File: config.mk
export PLATFORM = sky130hd
export DESIGN_NAME = polygon_normal_and_centroid_top
export DESIGN_NICKNAME = d
export VERILOG_FILES = /design/src/rtl/pnc_pkg.sv /design/src/rtl/pnc_ctrl.sv /design/src/rtl/pnc_dpath.sv /design/src/rtl/polygon_normal_and_centroid_top.sv
export SDC_FILE = /design/constraint.sdc
export NUM_CORES = 2
export LEC_CHECK = 0
export BUFFER_PORTS_ARGS = -buffer_cell sky130_fd_sc_hd__buf_4
export CAP_MARGIN = 5
export CORE_MARGIN = 2
export CORE_UTILIZATION = 50
export CTS_CLUSTER_DIAMETER = 50
export DETAILED_ROUTE_END_ITERATION = 10
export GPL_ROUTABILITY_DRIVEN = 1
export PLACE_DENSITY_LB_ADDON = 0.08
export SETUP_SLACK_MARGIN = 0.05
export SYNTH_ARGS = -nofsm -noshare
export SYNTH_HDL_FRONTEND = slang
export SYNTH_SLANG_ARGS = --single-unit
export TNS_END_PERCENT = 5
File: constraint.sdc
create_clock -name clk_i -period 21.3 [get_ports clk_i]
set_input_delay 1.065 -clock clk_i [delete_from_list [all_inputs] [get_ports clk_i]]
set_output_delay 1.065 -clock clk_i [all_outputs]
set_load 0.02 [all_outputs]
File: src/rtl/pnc_pkg.sv
// Package for the polygon normal and centroid block.
// Field widths, bus widths, term codes and controller/datapath structs.
// No dependencies.
`default_nettype none

package pnc_pkg;

  localparam int unsigned CoordBits      = 24;
  localparam int unsigned NormBits       = 56;
  localparam int unsigned MaxVerticesDef = 64;

  localparam int unsigned InDataW  = 3 * CoordBits;
  localparam int unsigned OutDataW = 3 * NormBits + 3 * CoordBits;

  // Newell term selects: x uses (y diff, z sum), y uses (z, x), z uses (x, y)
  localparam logic [1:0] TermX = 2'd0;
  localparam logic [1:0] TermY = 2'd1;
  localparam logic [1:0] TermZ = 2'd2;

  typedef struct packed {
    logic       keep;
    logic       ovf_set;
    logic       close_load;
    logic       issue;
    logic [1:0] term;
    logic       div_start;
    logic       div_step;
    logic       out_load;
  } pnc_cmd_t;

  typedef struct packed {
    logic empty;
    logic full;
    logic out_free;
  } pnc_status_t;

endpackage

`default_nettype wire

File: src/rtl/pnc_ctrl.sv
// Controller for the polygon normal and centroid block.
// Sequences vertex intake, edge terms, closing edge, division and output.
// Depends on pnc_pkg.
`default_nettype none

module pnc_ctrl
  import pnc_pkg::*;
#(
  parameter int unsigned MAX_VERTICES = MaxVerticesDef
) (
  input  wire logic        clk_i,
  input  wire logic        rst_ni,
  input  wire logic        vertex_valid_i,
  input  wire logic        vertex_last_i,
  output logic             vertex_ready_o,
  input  wire pnc_status_t status_i,
  output pnc_cmd_t         cmd_o
);

  localparam int unsigned CntW    = $clog2(MAX_VERTICES + 1);
  localparam int unsigned SumW    = CoordBits + CntW;
  localparam int unsigned DivCntW = $clog2(SumW);

  localparam logic [2:0] S_IDLE     = 3'd0;
  localparam logic [2:0] S_EDGE     = 3'd1;
  localparam logic [2:0] S_CLOSE_LD = 3'd2;
  localparam logic [2:0] S_CLOSE    = 3'd3;
  localparam logic [2:0] S_DIV      = 3'd4;
  localparam logic [2:0] S_OUT      = 3'd5;

  // three terms issued, then the multiply and accumulate pipeline drains
  localparam logic [2:0] StepIssueLast = 3'd2;
  localparam logic [2:0] StepLast      = 3'd4;

  logic [2:0]         state_q, state_d;
  logic [2:0]         step_q, step_d;
  logic [DivCntW-1:0] div_q, div_d;
  logic               last_q, last_d;
  logic               accept;

  assign vertex_ready_o = (state_q == S_IDLE);
  assign accept         = vertex_valid_i && vertex_ready_o;

  always_comb begin
    state_d = state_q;
    step_d  = step_q;
    div_d   = div_q;
    last_d  = last_q;
    cmd_o   = '0;
    unique case (state_q)
      S_IDLE: begin
        if (accept) begin
          last_d = vertex_last_i;
          step_d = '0;
          if (status_i.full) begin
            cmd_o.ovf_set = 1'b1;
            state_d = vertex_last_i ? S_CLOSE_LD : S_IDLE;
          end else begin
            cmd_o.keep = 1'b1;
            if (!status_i.empty) begin
              state_d = S_EDGE;
            end else begin
              state_d = vertex_last_i ? S_CLOSE_LD : S_IDLE;
            end
          end
        end
      end
      S_EDGE, S_CLOSE: begin
        cmd_o.issue = (step_q <= StepIssueLast);
        cmd_o.term  = step_q[1:0];
        step_d      = step_q + 3'd1;
        if (step_q == StepLast) begin
          step_d = '0;
          if (state_q == S_EDGE) begin
            state_d = last_q ? S_CLOSE_LD : S_IDLE;
          end else begin
            cmd_o.div_start = 1'b1;
            div_d   = '0;
            state_d = S_DIV;
          end
        end
      end
      S_CLOSE_LD: begin
        cmd_o.close_load = 1'b1;
        step_d  = '0;
        state_d = S_CLOSE;
      end
      S_DIV: begin
        cmd_o.div_step = 1'b1;
        div_d = div_q + DivCntW'(1);
        if (div_q == DivCntW'(SumW - 1)) begin
          state_d = S_OUT;
        end
      end
      S_OUT: begin
        if (status_i.out_free) begin
          cmd_o.out_load = 1'b1;
          state_d = S_IDLE;
        end
      end
      default: begin
        state_d = S_IDLE;
      end
    endcase
  end

  always_ff @(posedge clk_i or negedge rst_ni) begin
    if (!rst_ni) begin
      state_q <= S_IDLE;
      step_q  <= '0;
      div_q   <= '0;
      last_q  <= 1'b0;
    end else begin
      state_q <= state_d;
      step_q  <= step_d;
      div_q   <= div_d;
      last_q  <= last_d;
    end
  end

endmodule

`default_nettype wire

File: src/rtl/pnc_dpath.sv
// Datapath for the polygon normal and centroid block: vertex registers,
// shared Newell multiplier, accumulators, radix-2 dividers, output register.
// Depends on pnc_pkg.
`default_nettype none

module pnc_dpath
  import pnc_pkg::*;
#(
  parameter int unsigned MAX_VERTICES = MaxVerticesDef
) (
  input  wire logic                clk_i,
  input  wire logic                rst_ni,
  input  wire pnc_cmd_t            cmd_i,
  input  wire logic [InDataW-1:0]  vertex_i,
  output pnc_status_t              status_o,
  output logic                     out_valid_o,
  input  wire logic                out_ready_i,
  output logic [OutDataW-1:0]      out_data_o,
  output logic                     out_flag_o
);

  localparam int unsigned CntW  = $clog2(MAX_VERTICES + 1);
  localparam int unsigned SumW  = CoordBits + CntW;
  localparam int unsigned OpW   = CoordBits + 1;
  localparam int unsigned ProdW = 2 * OpW;

  logic signed [CoordBits-1:0] vin     [3];
  logic signed [CoordBits-1:0] first_q [3];
  logic signed [CoordBits-1:0] prev_q  [3];
  logic signed [CoordBits-1:0] ea_q    [3];
  logic signed [CoordBits-1:0] eb_q    [3];
  logic signed [SumW-1:0]      sum_q   [3];
  logic signed [NormBits-1:0]  normal_q[3];
  logic [CntW-1:0]             cnt_q;
  logic                        ovf_q;

  logic signed [OpW-1:0]   opd_d, ops_d, opd_q, ops_q;
  logic                    opv_q;
  logic [1:0]              opk_q;
  logic signed [ProdW-1:0] prod_d, prod_q;
  logic                    prodv_q;
  logic [1:0]              prodk_q;

  logic [CntW-1:0]       rem_q  [3];
  logic [SumW-1:0]       quo_q  [3];
  logic                  neg_q  [3];
  logic [CntW:0]         shifted[3];
  logic [CntW:0]         trial  [3];
  logic [CoordBits-1:0]  center [3];

  logic [OutDataW-1:0] out_data_q;
  logic                out_flag_q;
  logic                out_valid_q;

  logic signed [CoordBits-1:0] da, db, sa, sb;

  for (genvar i = 0; i < 3; i++) begin : g_lane
    assign vin[i]     = vertex_i[i*CoordBits +: CoordBits];
    assign shifted[i] = {rem_q[i], quo_q[i][SumW-1]};
    assign trial[i]   = shifted[i] - {1'b0, cnt_q};
    assign center[i]  = neg_q[i] ? (~quo_q[i][CoordBits-1:0] + CoordBits'(1))
                                 : quo_q[i][CoordBits-1:0];
  end

  assign status_o.empty    = (cnt_q == '0);
  assign status_o.full     = (cnt_q == CntW'(MAX_VERTICES));
  assign status_o.out_free = !out_valid_q || out_ready_i;

  // operand select for one Newell term
  always_comb begin
    unique case (cmd_i.term)
      TermX: begin
        da = ea_q[1]; db = eb_q[1]; sa = ea_q[2]; sb = eb_q[2];
      end
      TermY: begin
        da = ea_q[2]; db = eb_q[2]; sa = ea_q[0]; sb = eb_q[0];
      end
      default: begin
        da = ea_q[0]; db = eb_q[0]; sa = ea_q[1]; sb = eb_q[1];
      end
    endcase
    opd_d  = {da[CoordBits-1], da} - {db[CoordBits-1], db};
    ops_d  = {sa[CoordBits-1], sa} + {sb[CoordBits-1], sb};
    prod_d = opd_q * ops_q;
  end

  always_ff @(posedge clk_i) begin
    opd_q   <= opd_d;
    ops_q   <= ops_d;
    opk_q   <= cmd_i.term;
    prod_q  <= prod_d;
    prodk_q <= opk_q;
    if (cmd_i.keep) begin
      for (int i = 0; i < 3; i++) begin
        if (cnt_q == '0) begin
          first_q[i] <= vin[i];
        end
        ea_q[i]   <= prev_q[i];
        eb_q[i]   <= vin[i];
        prev_q[i] <= vin[i];
      end
    end else if (cmd_i.close_load) begin
      for (int i = 0; i < 3; i++) begin
        ea_q[i] <= prev_q[i];
        eb_q[i] <= first_q[i];
      end
    end
    for (int i = 0; i < 3; i++) begin
      if (cmd_i.div_start) begin
        neg_q[i] <= sum_q[i][SumW-1];
        quo_q[i] <= sum_q[i][SumW-1] ? (~sum_q[i] + SumW'(1)) : sum_q[i];
        rem_q[i] <= '0;
      end else if (cmd_i.div_step) begin
        rem_q[i] <= trial[i][CntW] ? shifted[i][CntW-1:0] : trial[i][CntW-1:0];
        quo_q[i] <= {quo_q[i][SumW-2:0], !trial[i][CntW]};
      end
    end
    if (cmd_i.out_load) begin
      out_data_q <= {center[2], center[1], center[0],
                     normal_q[2], normal_q[1], normal_q[0]};
      out_flag_q <= ovf_q;
    end
  end

  always_ff @(posedge clk_i or negedge rst_ni) begin
    if (!rst_ni) begin
      cnt_q       <= '0;
      ovf_q       <= 1'b0;
      opv_q       <= 1'b0;
      prodv_q     <= 1'b0;
      out_valid_q <= 1'b0;
      for (int i = 0; i < 3; i++) begin
        sum_q[i]    <= '0;
        normal_q[i] <= '0;
      end
    end else begin
      opv_q   <= cmd_i.issue;
      prodv_q <= opv_q;
      if (cmd_i.out_load) begin
        cnt_q <= '0;
        ovf_q <= 1'b0;
        for (int i = 0; i < 3; i++) begin
          sum_q[i]    <= '0;
          normal_q[i] <= '0;
        end
      end else begin
        if (cmd_i.ovf_set) begin
          ovf_q <= 1'b1;
        end
        if (cmd_i.keep) begin
          cnt_q <= cnt_q + CntW'(1);
          for (int i = 0; i < 3; i++) begin
            sum_q[i] <= sum_q[i] + {{(SumW-CoordBits){vin[i][CoordBits-1]}}, vin[i]};
          end
        end
        for (int i = 0; i < 3; i++) begin
          if (prodv_q && (prodk_q == 2'(i))) begin
            normal_q[i] <= normal_q[i] + {{(NormBits-ProdW){prod_q[ProdW-1]}}, prod_q};
          end
        end
      end
      if (cmd_i.out_load) begin
        out_valid_q <= 1'b1;
      end else if (out_ready_i) begin
        out_valid_q <= 1'b0;
      end
    end
  end

  assign out_valid_o = out_valid_q;
  assign out_data_o  = out_data_q;
  assign out_flag_o  = out_flag_q;

endmodule

`default_nettype wire

File: src/rtl/polygon_normal_and_centroid_top.sv
// Top level of the polygon normal and centroid block (Newell normal).
// Joins pnc_ctrl and pnc_dpath; depends on pnc_pkg.
//
// Usage: vertices of one polygon enter on the s_axis channel, one per item,
// signed Q16.8, with tlast on the final vertex. One result item per polygon
// leaves on m_axis: the unnormalized 56-bit normal, the centroid (sum over
// count, truncated toward zero) and a too-many-vertices flag in tuser.
// Vertices beyond MAX_VERTICES are dropped and set that flag.
// Sequence: the first vertex and a dropped vertex need no edge terms; every
// other vertex runs 3 terms through one shared multiplier and drains the
// multiply/accumulate pipeline before the next vertex is taken. After the last
// vertex the closing edge runs the same way, the centroid comes from a
// one-bit-per-cycle divider over SUM_W = 24 + clog2(MAX_VERTICES+1) bits (31
// at the default), and the output register is loaded once it is free.
// Reset clears all sums, counts and the output valid; no item is pending.
// A stalled receiver holds the result in the output register while the next
// polygon's vertices are taken; a second result waits until it is free.
`default_nettype none

module polygon_normal_and_centroid_top
  import pnc_pkg::*;
#(
  parameter int unsigned MAX_VERTICES = MaxVerticesDef
) (
  input  wire logic                clk_i,
  input  wire logic                rst_ni,
  input  wire logic                s_axis_tvalid,
  output logic                     s_axis_tready,
  // vertex_x, vertex_y, vertex_z
  input  wire logic [InDataW-1:0]  s_axis_tdata,
  input  wire logic                s_axis_tlast,
  output logic                     m_axis_tvalid,
  input  wire logic                m_axis_tready,
  // normal_x, normal_y, normal_z, center_x, center_y, center_z
  output logic [OutDataW-1:0]      m_axis_tdata,
  // too_many_vertices
  output logic                     m_axis_tuser
);

  pnc_cmd_t    cmd;
  pnc_status_t status;

  pnc_ctrl #(
    .MAX_VERTICES(MAX_VERTICES)
  ) u_ctrl (
    .clk_i          (clk_i),
    .rst_ni         (rst_ni),
    .vertex_valid_i (s_axis_tvalid),
    .vertex_last_i  (s_axis_tlast),
    .vertex_ready_o (s_axis_tready),
    .status_i       (status),
    .cmd_o          (cmd)
  );

  pnc_dpath #(
    .MAX_VERTICES(MAX_VERTICES)
  ) u_dpath (
    .clk_i       (clk_i),
    .rst_ni      (rst_ni),
    .cmd_i       (cmd),
    .vertex_i    (s_axis_tdata),
    .status_o    (status),
    .out_valid_o (m_axis_tvalid),
    .out_ready_i (m_axis_tready),
    .out_data_o  (m_axis_tdata),
    .out_flag_o  (m_axis_tuser)
  );

endmodule

`default_nettype wire

; Word level (Yosys, flattened, before mapping)
; Memory sizes are Yosys's and may differ from the RTL's.
; Cells that the tools add are included.
; W data, S select, Z words.
[classes]
multipliers = 1
mux = 77
n_eq_ne = 16
reduce_logical = 26
order_cmp = 1
bitwise_logic = 18
addsub = 20
[ops]
columns = cell, count
row1 = $mux W24, 9
row2 = $pmux W24 S2, 4
row3 = $mux W31, 6
row4 = $mux W93, 2
row5 = $add A56 B56 Y56, 3
row6 = $mux W168, 1
row7 = $mux W56, 3
row8 = $add A31 B2 Y31 const B, 3
row9 = $add A31 B31 Y31, 3
row10 = $not A31 Y31, 3
row11 = $add A24 B1 Y24 const B, 3
row12 = $not A24 Y24, 3
row13 = $mux W7, 8
row14 = $mul A25 B25 Y50, 1
row15 = $mux W3, 9
row16 = $add A24 B24 Y25, 1
row17 = $mux W1, 25
row18 = $sub A24 B24 Y25, 1
row19 = $sub A8 B7 Y8, 3
row20 = $pmux W3 S5, 1
row21 = $reduce_bool A2 Y1, 7
row22 = $or A1 B1 Y1, 12
row23 = $mux W5, 2
row24 = $pmux W5 S2, 1
row25 = 27 further kinds, 45
[totals]
mem_count = 7
input_bits = 77
ramBits = 405
ff_bits = 629
elab_cells = 188
[memory_table]
columns = name, depth, word_bits, read_ports, rd_ports_with_merged_regs, wr, line_no
row1 = u_dpath.quo_q, 3, 31, 3, 0, 3, pnc_dpath.sv:45  ; logic [SumW-1:0] quo_q [3];
row2 = u_dpath.ea_q, 3, 24, 3, 0, 3, pnc_dpath.sv:30  ; logic signed [CoordBits-1:0] ea_q [3];
row3 = u_dpath.eb_q, 3, 24, 3, 0, 3, pnc_dpath.sv:31  ; logic signed [CoordBits-1:0] eb_q [3];
row4 = u_dpath.first_q, 3, 24, 3, 0, 3, pnc_dpath.sv:28  ; logic signed [CoordBits-1:0] first_q [3];
row5 = u_dpath.prev_q, 3, 24, 3, 0, 3, pnc_dpath.sv:29  ; logic signed [CoordBits-1:0] prev_q [3];
row6 = u_dpath.rem_q, 3, 7, 3, 0, 3, pnc_dpath.sv:44  ; logic [CntW-1:0] rem_q [3];
row7 = +1 memories, -, -, -, -, -, -

; Logic depth before layout (Yosys ltp)
[logic_depth]
ltp_word = 7
ltp_mapped = 30
ltp_nobuf = 28

; Hierarchy
; Synthesis repeated with hierarchy kept, for this count alone.
[unflattened]
hier_cells = 7773
area_unflattened_um2 = 78863.1
[modules_own_cells]
columns = mod, area_per_inst_um2, instances, cells_per_inst
row1 = pnc_dpath, 78117.4, 1, 7689
row2 = pnc_ctrl, 745.7, 1, 84

; Worst setup path after synthesis
; Ideal clock, no wire load.
[synth_timing]
path_type = input to register
startpoint = input port m_axis_tready
endpoint = register u_dpath.out_data_q[0] (netlist: u_dpath.out_data_o[0]), enable pin
t_arrival_ns = 8.384
setup_slack_ns = 12.216
stages = 5
n_path_buf = 2
required_ns = 20.600
cell_sequence = nand2b_1 -> nand3_1 -> clkinv_1 -> clkbuf_1 -> clkbuf_1
[synth_rtl]
columns = item, line_no
row1 = "start, declared", polygon_normal_and_centroid_top.sv:33  ; input wire logic m_axis_tready,
row2 = "end signal, assigned", pnc_dpath.sv:119  ; out_data_q <= {center[2], center[1], center[0],
row3 = "end, declared", pnc_dpath.sv:51  ; logic [OutDataW-1:0] out_data_q;

; Final worst setup path
[layout_timing]
startpoint = register u_dpath.ops_q[3]
endpoint = register u_dpath.prod_q[48]
[layout_via]
elab_chain_len = 1
[layout_lines]
columns = item, line_no
row1 = "start, declared", pnc_dpath.sv:37  ; logic signed [OpW-1:0] opd_d, ops_d, opd_q, ops_q;
row2 = "start signal, assigned", pnc_dpath.sv:89  ; ops_q <= ops_d;
row3 = $mul A25 B25 Y50, pnc_dpath.sv:84  ; prod_d = opd_q * ops_q;
row4 = named net u_dpath.prod_d[48], pnc_dpath.sv:40  ; logic signed [ProdW-1:0] prod_d, prod_q;
row5 = "end signal, assigned", pnc_dpath.sv:91  ; prod_q <= prod_d;
row6 = "end, declared", pnc_dpath.sv:40
; The timed path passes the listed nets, and every way through them passes these cells.
; A chain may end at the register's enable or synchronous reset.

==> impl_metrics.toml <==
[status]
status = "complete, no violations"

[floorplan]
die_x_um = 398
num_rows = 144
dieArea_um2 = 158000
io_pins = 320
die_y_um = 398
core_um2 = 154000
initial_core_util = 0.504

[sta]
layout_worst_path_cycle_share = 0.386
skew_ns = 0.0488
timing.fmax_mhz = 122
drv_slew = 0
min_period_ns = 8.22
worst_slew_pin_slew_ns = 1.26
finalSetupViolations = 0
rsz0062_at_grt = "false"
max_slew_margin = 0.159
tns_ns = 0
hold_ws_ns = 0.329
finalHoldViolations = 0

[clock_network]
cts_made_buffers = 138
cts_resized = 0
htree_levels = 4
clkTransAtPathRegs_ns = 0.06
cts_hold_buffers = 0
cts_tree = "yes"
clkLatencyLatePin_ns = 0.78
root_buffer = "clkbuf_16"
clockBufferDepth = 3
clock_sinks = 1034
postCtsSetupBuffers = 0

[grt]
grt_pass1_vias = 57200
track_usage = 0.271
grt_max_degree = 146
grt-ovfl-total = 0
grt_pass1_wl_um = 331000
antenna_found_initial = 20

[layout]
fin_cells = 9995
fin_util = 0.564
fillers = 13400
final_net_count = 9049
layout-drive-gt1-share = 0.0968
area_growth_pct = 12.0

[routing]
drcViolationCount = 0
initialDrtViolationCount = 3883
drtPass1Iterations = 6
wire_per_inst_um = 21.3
viasPerCell = 5.65
postRouteAntennaNets = 0
routed_wl_um = 213000
via_count = 56400

[worst_setup_path]
critPathSlowestCell = "dfxtp_1"
arrival_ns = 8.88
endpoint_kind = "flop"
crit_required_ns = 21.96
crit_family = "adder cells"
worst-path-max-fanout = 25
path_class = "reg -> reg"
path_buf_inv = 6
cpPeakStageDelay_ns = 0.96
cp_common_cell = "fa_1"
startpoint_type = "flop"

[logic_synthesis]
syn_nets = 8827
synthCells = 7603
synth_compound_area_frac = 0.134
synth_mux_area_frac = 0.0130
synthesis.area_um2 = 77700
synth_ff_type = "edfxtp_1"
synth.distinct_cells = 84
synth-simple-area-share = 0.129
synth_seq_cells = 1034
synth_fa_ha_area_frac = 0.249
syn_avg_cell_area_um2 = 10.2
async_flop_share = 0.275
synth_xor_area_frac = 0.0546
seq_area_frac_synth = 0.368
synth_top_family_by_area = "adder cells"
synth_edf_count = 646
yosys_warnings = 0

[placed_design]
hpwl_um = 158000
place_inst = 9729
routabilityCongestion = 0.900
numPortBuffers = 319

[flow_run]
drv_cap = 0

[worst_hold_path]
hp-class = "in -> async"
-- synth_stat cells (all sizes together) (219+ instances only) --
cell	number	area, µm²
a21o	219	1640
a21oi	454	2270
and2	323	2020
clkbuf	287	1080
dfrtp	284	7110
edfxtp	646	19400
fa	669	13400
ha	478	5980
inv	758	2850
nand2	928	3480
nor2	277	1040
o21ai	478	2390
xnor2	265	2320
xor2	219	1920
-- per-layer routing --
layer,vias up,part of all wire,track usage
li1,26500,-,-
met1,28000,0.42,0.347
met2,1494,0.49,0.464
met3,402,0.046,0.0348
met4,18,0.045,0.113
met5,-,0.00056,0
-- stage by stage --
stage          cell area [µm²]  setup slack, ns
2_1_floorplan            77700            12.22
3_3_place_gp             82100            13.20
3_5_place_dp             82100            13.17
4_1_cts                  86900            13.13
5_1_grt                  87000            12.74
6_report                 87000            13.08
-- worst register-to-register path: stages (launching register included) --
cell,delay (ns)
dfxtp_1,0.96
and2_1,0.27
fa_1,0.46
fa_1,0.55
inv_1,0.05
fa_1,0.53
inv_1,0.06
fa_1,0.50
inv_1,0.06
fa_1,0.53
inv_1,0.05
fa_1,0.48
inv_1,0.05
fa_1,0.48
inv_1,0.06
ha_1,0.32
and4_1,0.22
and3_1,0.20
and3_1,0.16
o311ai_0,0.28
a311oi_1,0.39
nor2_1,0.15
o21bai_1,0.34
nand4_1,0.26
o21ai_0,0.37
a21o_1,0.17
a21oi_1,0.07
xnor2_1,0.13
-- final timing paths --
| check | start | to | slack, ns | depth (start not counted) |
|---|---|---|---|---|
| worst min register to register | u_dpath.opk_q[1] | u_dpath.prodk_q[1] | 0.33 | 0 |
| min in group clk_i | u_dpath.opk_q[1] | u_dpath.prodk_q[1] | 0.33 | 0 |
| worst min-delay path | rst_ni | u_dpath.normal_q[18] | 0.33 | 1 |
| worst max register to register | u_dpath.ops_q[3] | u_dpath.prod_q[48] | 13.08 | 27 |
| worst max-delay path | u_dpath.ops_q[3] | u_dpath.prod_q[48] | 13.08 | 27 |
| max in group asynchronous | rst_ni | u_dpath.normal_q[139] | 19.45 | 2 |
-- logic make-up (layout without fill, tap and decap cells) --
group | count (synthesis) | in the layout
other | 0 | 8
adder cells (fa/ha/maj) | 1147 | 1147
flip-flops | 1034 | 1034
multiplexers | 92 | 92
AO/OA/AOI/OAI | 1677 | 1677
AND/OR/NAND/NOR | 2095 | 2095
XOR/XNOR | 484 | 484
buffers and inverters | 1074 | 1414
-- placed cells by master (no fill, tap or decap), drive strengths merged, types with 51 or more instances in the layout --
cell,count
xor2,219
o31ai,62
and2,323
xnor2,265
inv,785
o21ai,478
mux2,70
nor2,277
buf,396
fa,669
a22oi,96
a21o,219
nor3,51
nand3,161
a21oi,454
edfxtp,646
ha,478
dfxtp,104
clkbuf,163
nand2,928
dfrtp,284
nand2b,82
-- flip-flops by register name, summed over array words and instances (netlist names), 72 cells and up --
| name | count |
|---|---|
| u_dpath.ea_q | 72 |
| u_dpath.eb_q | 72 |
| u_dpath.first_q | 72 |
| u_dpath.normal_q | 168 |
| u_dpath.out_data_o | 240 |
| u_dpath.prev_q | 72 |
| u_dpath.quo_q | 93 |
| u_dpath.sum_q | 93 |
-- layout make-up --
| class | count | area (µm²) | share of cell area |
|---|---|---|---|
| Clock buffer | 163 | 3660 | 0.0421 |
| Sequential cell | 1034 | 28600 | 0.329 |
| Timing Repair Buffer | 396 | 2990 | 0.0344 |
| Antenna cell | 8 | 20.0 | 0.000230 |
| Inverter | 760 | 2860 | 0.0329 |
| Clock inverter | 95 | 1170 | 0.0135 |
| Multi-Input combinational cell | 5495 | 45100 | 0.519 |
| Tap cell | 2044 | 2560 | 0.0294 |
Power is not shown: default switching activity piles up to over one toggle a cycle in this logic, so the estimate is an artifact.
